File: src/hdl/wepc_pkg.sv
// shared constants, types and rounding helper for the edge projector
package wepc_pkg;

  localparam int FRAC_BITS    = 14;
  localparam int SCREEN_SIZE  = 1024;
  localparam int DEPTH_OFFSET = (23 * (1 << FRAC_BITS) + 5) / 10;
  localparam int NEAR_DEPTH   = (1 << FRAC_BITS) / 4;
  localparam int FOCAL        = 84;

  localparam int COORD_W    = 10;
  localparam int WIDTH_W    = 11;
  localparam int DEPTH_W    = 19;
  localparam int DIVIDEND_W = 30;
  localparam int DEN_W      = 20;
  localparam int QUOT_W     = 16;
  localparam int DIV_STEPS  = 2;
  localparam int DIV_STAGES = QUOT_W / DIV_STEPS;

  typedef enum logic [2:0] {
    CFG_COS_YAW,
    CFG_SIN_YAW,
    CFG_COS_PITCH,
    CFG_SIN_PITCH,
    CFG_SCREEN_WIDTH,
    CFG_BAND_TOP,
    CFG_BAND_BOTTOM
  } cfg_idx_e;

  typedef struct packed {
    logic signed [15:0]   cos_yaw;
    logic signed [15:0]   sin_yaw;
    logic signed [15:0]   cos_pitch;
    logic signed [15:0]   sin_pitch;
    logic [COORD_W-1:0]   cxp;
    logic [COORD_W-1:0]   cyp;
  } cfg_t;

  typedef struct packed {
    logic                  neg;
    logic [DIVIDEND_W-1:0] dividend;
    logic [DEN_W-1:0]      den;
  } div_req_t;

  // shift right by FRAC_BITS, round half away from zero, saturate to 16 bits
  function automatic logic signed [15:0] rnd_sat(input logic signed [33:0] v);
    logic [33:0]        mag;
    logic [33:0]        q;
    logic signed [34:0] sv;
    mag = v[33] ? 34'(-v) : 34'(v);
    q   = (mag + 34'(1 << (FRAC_BITS - 1))) >> FRAC_BITS;
    sv  = v[33] ? -$signed({1'b0, q}) : $signed({1'b0, q});
    if (sv > 35'sd32767) begin
      return 16'sh7fff;
    end else if (sv < -35'sd32768) begin
      return 16'sh8000;
    end else begin
      return sv[15:0];
    end
  endfunction

endpackage

File: src/hdl/wepc_div.sv
// pipelined restoring divider, two quotient bits per stage, rounded signed result
module wepc_div (
  input  logic                 clk_i,
  input  logic                 rst_ni,
  input  logic                 valid_i,
  input  wepc_pkg::div_req_t   req_i,
  output logic                 valid_o,
  output logic signed [15:0]   value_o
);

  localparam int NS = wepc_pkg::DIV_STAGES;
  localparam int RW = wepc_pkg::DIVIDEND_W;
  localparam int DW = wepc_pkg::DEN_W;
  localparam int QW = wepc_pkg::QUOT_W;
  localparam int WW = RW + QW;

  logic [RW-1:0] rem_q  [NS];
  logic [DW-1:0] den_q  [NS];
  logic [QW-1:0] quot_q [NS];
  logic          neg_q  [NS];
  logic [NS-1:0] vld_q;
  logic          out_vld_q;
  logic signed [15:0] value_q;
  logic signed [QW:0] sq;

  always_ff @(posedge clk_i or negedge rst_ni) begin
    if (!rst_ni) begin
      vld_q     <= '0;
      out_vld_q <= 1'b0;
    end else begin
      vld_q     <= {vld_q[NS-2:0], valid_i};
      out_vld_q <= vld_q[NS-1];
    end
  end

  for (genvar k = 0; k < NS; k++) begin : g_stage
    logic [RW-1:0] rem_in;
    logic [DW-1:0] den_in;
    logic [QW-1:0] quot_in;
    logic          neg_in;
    logic [RW-1:0] rem_nx;
    logic [QW-1:0] quot_nx;

    if (k == 0) begin : g_first
      assign rem_in  = req_i.dividend;
      assign den_in  = req_i.den;
      assign quot_in = '0;
      assign neg_in  = req_i.neg;
    end else begin : g_next
      assign rem_in  = rem_q[k-1];
      assign den_in  = den_q[k-1];
      assign quot_in = quot_q[k-1];
      assign neg_in  = neg_q[k-1];
    end

    always_comb begin
      logic [WW-1:0] trial;
      rem_nx  = rem_in;
      quot_nx = quot_in;
      for (int j = 0; j < wepc_pkg::DIV_STEPS; j++) begin
        trial = WW'(den_in) << (QW - 1 - (k * wepc_pkg::DIV_STEPS + j));
        if (WW'(rem_nx) >= trial) begin
          rem_nx = RW'(WW'(rem_nx) - trial);
          quot_nx[QW - 1 - (k * wepc_pkg::DIV_STEPS + j)] = 1'b1;
        end
      end
    end

    always_ff @(posedge clk_i) begin
      rem_q[k]  <= rem_nx;
      den_q[k]  <= den_in;
      quot_q[k] <= quot_nx;
      neg_q[k]  <= neg_in;
    end
  end

  always_comb begin
    sq = neg_q[NS-1] ? -$signed({1'b0, quot_q[NS-1]}) : $signed({1'b0, quot_q[NS-1]});
  end

  always_ff @(posedge clk_i) begin
    if (sq > 17'sd32767) begin
      value_q <= 16'sh7fff;
    end else if (sq < -17'sd32768) begin
      value_q <= 16'sh8000;
    end else begin
      value_q <= sq[15:0];
    end
  end

  assign valid_o = out_vld_q;
  assign value_o = value_q;

endmodule

File: config.mk
export PLATFORM = sky130hd
export DESIGN_NAME = wepc_div
export DESIGN_NICKNAME = d
export VERILOG_FILES = /design/src/hdl/wepc_pkg.sv /design/src/hdl/wepc_div.sv
export SDC_FILE = /design/constraint.sdc
export NUM_CORES = 1
export LEC_CHECK = 0
export BUFFER_PORTS_ARGS = -buffer_cell sky130_fd_sc_hd__buf_4
export CORE_MARGIN = 2
export CORE_UTILIZATION = 35
export CTS_BUF_LIST = sky130_fd_sc_hd__clkbuf_16
export DETAILED_ROUTE_END_ITERATION = 8
export PLACE_DENSITY = 0.48
export SLEW_MARGIN = 5
export SYNTH_ARGS = -nofsm -noshare
export SYNTH_HDL_FRONTEND = slang
export SYNTH_SLANG_ARGS = --single-unit
File: constraint.sdc
create_clock -name clk_i -period 6.05 [get_ports clk_i]
set_input_delay 0.605 -clock clk_i [delete_from_list [all_inputs] [get_ports clk_i]]
set_output_delay 0.605 -clock clk_i [all_outputs]
set_load 0.005 [all_outputs]
# After elaboration in Yosys (flattened, before gate mapping)

Memories as Yosys holds them, arrays and structs flattened.
Index checks and enable logic that the tools add are counted.

Memories kept: 4
Flip-flop bits (word level): 25
Bits in writable memories: 536
Output and inout port bits: 17
Bits in latches: 0
Memory bits (read-only): 0

Memories:

| memory | depth | width | read ports | clocked after Yosys merged registers in | wr ports | line           | source |
|---|---|---|---|---|---|---|---|
| rem_q  | 8     | 30    | 7          | 0                                       | 8        | wepc_div.sv:17 | `logic [RW-1:0] rem_q [NS];` |
| den_q  | 8     | 20    | 7          | 0                                       | 8        | wepc_div.sv:18 | `logic [DW-1:0] den_q [NS];` |
| quot_q | 8     | 16    | 8          | 0                                       | 8        | wepc_div.sv:19 | `logic [QW-1:0] quot_q [NS];` |
| neg_q  | 8     | 1     | 8          | 0                                       | 8        | wepc_div.sv:20 | `logic neg_q [NS];` |

Bitwise logic cells: 0
Div/mod/pow operators: 0
Multiply operators: 0
Mux-type cells: 34
Reductions and logical operators: 0
Magnitude comparators: 18
Shift-type cells: 0
Eq/ne operators: 0
$add $sub $neg: 17

Operators with widths:

| operator         | number |
|---|---|
| $mux 30          | 16 |
| $sub 30x30->30   | 6 |
| $ge 30x35->1     | 1 |
| $ge 30x34->1     | 1 |
| $ge 30x33->1     | 1 |
| $ge 30x32->1     | 1 |
| $ge 30x31->1     | 1 |
| $ge 30x20->1     | 1 |
| $ge 30x21->1     | 1 |
| $ge 30x22->1     | 1 |
| $ge 30x23->1     | 1 |
| $ge 30x24->1     | 1 |
| $ge 30x25->1     | 1 |
| $ge 30x26->1     | 1 |
| $ge 30x27->1     | 1 |
| $ge 30x28->1     | 1 |
| $ge 30x29->1     | 1 |
| $ge 30x30->1     | 1 |
| $sub 30x20->30   | 1 |
| $sub 30x21->30   | 1 |
| $sub 30x22->30   | 1 |
| $sub 30x23->30   | 1 |
| $sub 30x24->30   | 1 |
| $sub 30x25->30   | 1 |
| other kinds (10) | 25 |

# Logic depth before layout (Yosys ltp)

An unclocked memory read counts as a cell.

Depth after elaboration: 5
Mapped depth: 27

# Worst setup path before layout

OpenSTA, ideal clock, no wires.

Kind: input -> register
Start point: input req_i[35] (netlist name)
End point: memory rem_q[0][25] (netlist name)
Setup slack: 0.032 ns
Cell stages on the path: 24
Required time: 5.929 ns
Data arrival time: 5.897 ns
Cell sequence: inv_1 ha_1 inv_1 fa_1 a21o_1 a21oi_1 o21bai_1 a2111oi_0 nor2_1 a211oi_1 o31ai_1 clkbuf_1 mux2_2 ha_1 nor2b_1 o21ai_0 a21oi_1 o21ai_0 a211oi_1 o21ai_0 and3b_1 o31ai_1 buf_2 mux2_2

RTL lines:

| what            | line           | source |
|---|---|---|
| start, declared | wepc_div.sv:6  | `input wepc_pkg::div_req_t req_i,` |
| end, declared   | wepc_div.sv:17 |  |

==> flow_metrics.env <==
export IMPL_status="completed"
export IMPL_p_leak_nw=14.7
export IMPL_synth_edf_count=0
export IMPL_postCtsSetupRepairBufs=0
export IMPL_drt_total_wl_um=78300
export IMPL_synth_area_leaders="dfxtp_1 (31%), ha_1 (13%), xnor2_1 (5.2%)"
export IMPL_ys_ff_latch=455
export IMPL_die_area_um2=83800
export IMPL_grt_overflow=0
export IMPL_cp_required_ns=6.51
export IMPL_worstPathArrival_ns=6.27
export IMPL_first_pass_iters=5
export IMPL_min_delay_path_class="in2reg"
export IMPL_worstSkewPairLatency_ns=0.62
export IMPL_slew_limit_headroom_pct=48.0
export IMPL_grt_pass1_wl_um=124000
export IMPL_hold_viol=0
export IMPL_grtUsageTotal_pct=18.5
export IMPL_skew_ns=0.0456
export IMPL_crit_buf_inv=3
export IMPL_crit_chain="ha_1 -> inv_1 -> fa_1 -> a21oi_2 -> o21ai_0 -> a2111oi_1 -> buf_4 -> o31a_1 -> a211oi_2 -> a21oi_2 -> o21bai_4 -> buf_4 -> mux2_2 -> ha_1 -> o21a_1 -> o21ai_0 -> a32oi_2 -> a221o_1 -> a41oi_1 -> a21oi_1 -> or2_2 -> a21oi_1 -> xnor2_1 -> mux2_2"
export IMPL_start_kind="flip-flop"
export IMPL_synth_cell_type_count=93
export IMPL_yosysWarnings=0
export IMPL_r2r_cells=24
export IMPL_ys_async_sr_fraction_pct=1.98
export IMPL_drc_errors=0
export IMPL_cp_num_cells=24
export IMPL_die_width_um=290
export IMPL_final_util_pct=40.9
export IMPL_gp_congestion=0.886
export IMPL_crit_family="compound AO/OA/AOI/OAI gates"
export IMPL_initialDrtViolationCount=1149
export IMPL_ant_nets=0
export IMPL_area_growth_pct=15.5
export IMPL_r2r_slack_ns=0.24
export IMPL_p_per_area_nw_per_um2=657
export IMPL_grt_pass1_vias=23500
export IMPL_final_net_count=3868
export IMPL_tightestPinTransition_ns=0.776
export IMPL_drv_slew=0
export IMPL_synth_top_cell_by_area="dfxtp_1"
export IMPL_num_antenna_cells=0
export IMPL_finalWorstSetupSlack_ns=0.243
export IMPL_die_y_um=290
export IMPL_wl_per_cell_um=17.1
export IMPL_period_needed_ns=5.81
export IMPL_coreArea_um2=80700
export IMPL_fmax_ghz=0.172
export IMPL_path_max_fanout=9
export IMPL_numPortBuffers=70
export IMPL_syn_area_per_cell_um2=8.65
export IMPL_cap_violations=0
export IMPL_crit_type="reg2reg"
export IMPL_power_mw=21.6
export IMPL_num_rows=104
export IMPL_drt_vias_per_instance=5.13
export IMPL_cts_buffers=51
export IMPL_initial_core_util_pct=35.4
export IMPL_slowest_stage="a2111oi_1"
export IMPL_finalCritPeriodShare_pct=96.0
export IMPL_synth_cells=3299
export IMPL_rsz0062_at_grt="true"
export IMPL_io_pins=71
export IMPL_setup_violations=0
export IMPL_ir_drop_uv=265
export IMPL_synth_area_um2=28500
export IMPL_antenna_found_initial=0
export IMPL_end_kind="flip-flop"
export IMPL_clkTransAtPathRegs_ns=0.06
export IMPL_yosys_top_cells_count="dfxtp_1 (446), ha_1 (306), a21oi_1 (275)"
export IMPL_h_tree_depth=2
export IMPL_critical_path_max_stage_delay_ns=0.46
export IMPL_root_buffer="clkbuf_16"
export IMPL_r2r_start="den_q[1][0]"
export IMPL_synth_most_common_cell="dfxtp_1"
export IMPL_synth_ff_type="dfxtp_1"
export IMPL_ys_seq_area_share_pct=32.1
export IMPL_clock_sinks=455
export IMPL_grt_max_degree=32
export IMPL_pre_cts_ws_ns=0.0173
export IMPL_r2r_end="rem_q[2][27]"
export IMPL_syn_nets=3674
export IMPL_drive_above_1_share_pct=13.4
export IMPL_cts_tree="done"
export IMPL_clock_path_buffers=3
export IMPL_synth_top_area_share_pct=31.3
export IMPL_dp_hpwl_um=65200
export IMPL_vias=23600
export IMPL_crit_end="rem_q[2][27]"
export IMPL_critical_path_startpoint="den_q[1][0]"
## flip-flops by register name, summed over array words and instances (netlist names)
signal	flops
den_q	140
vld_q	8
value_o	16
valid_o	1
rem_q	210
neg_q	8
quot_q	72
## worst min path at each step
stage / from / to / slack, ns / depth (start not counted)
detailed placement: quot_q[1][15] / quot_q[1][31] / 0.31 / 0
floorplan: rst_ni / valid_o / 0.31 / 0
finish: req_i[19] / den_q[0][19] / 0.09 / 1
global placement: quot_q[1][46] / quot_q[1][62] / 0.31 / 0
CTS: req_i[50] / neg_q[0][0] / 0.05 / 1
global route: req_i[50] / neg_q[0][0] / 0.07 / 1
## final cells by class
type                            instances  area (um^2)
Fill cell                            8193        47700
Multi-Input combinational cell       2513        18200
Sequential cell                       455         9150
Timing Repair Buffer                  207         1610
Tap cell                             1060         1330
Clock buffer                           51         1280
Inverter                              265          995
Clock inverter                         41          414
## stage by stage
stage	std cells	hold slack [ns]	setup TNS (ns)	cell area (um^2)
global placement	4499	0.310	-0.498	31200
floorplan	3299	0.309	0	28500
detailed placement	4499	0.312	0	31200
CTS	4592	0.0500	0	32900
global route	4592	0.0658	-0.145	33000
finish	4592	0.0921	0	33000
## kinds of logic (layout without fill, tap and decap cells)
group / after synthesis / in the layout / synth area share (%)
simple gates: 905 / 905 / 15.4
fa+ha+maj: 322 / 322 / 14.5
mux: 145 / 145 / 5.69
buf+inv: 331 / 564 / 4.48
xor+xnor: 246 / 246 / 7.55
flops: 455 / 455 / 32.1
compound gates: 895 / 895 / 20.3
## power breakdown
| part | switching (mW) | total (mW) | internal, mW |
|---|---|---|---|
| Combinational | 7.57 | 14.3 | 6.74 |
| Clock | 1.30 | 3.07 | 1.77 |
| Sequential | 0.485 | 4.28 | 3.79 |
## layout by cell type, fill, tap and decap left out, types with 18 or more instances in the layout
master,n
nor3_1,48
or2_2,20
nand4_1,48
o21a_1,50
and3_1,24
a211oi_1,33
clkbuf_16,51
o21ai_0,171
xor2_1,78
buf_4,202
or3_1,29
a31oi_1,25
ha_1,306
o31ai_1,32
mux2_2,125
nand3_1,56
a21o_1,110
inv_1,270
a21oi_1,271
xnor2_1,168
o21bai_1,25
nor2_1,241
nor4_1,26
nand2b_1,38
nor2b_1,35
dfxtp_1,446
nand2_1,265
o211ai_1,18
## timing repair
item	CTS	global route
gates resized for setup	0	16
hold endpoints to repair	9	0
hold buffers	1	0
endpoints found under the setup margin	0	44
## metal layers
layer  wire, um  global-route usage [%]
met1      34900                    22.5
met4       2470                    6.10
met5          0                       0
met2      39100                    34.2
met3       1850                    1.76
Note: power is estimated with default switching activity, not from simulation.
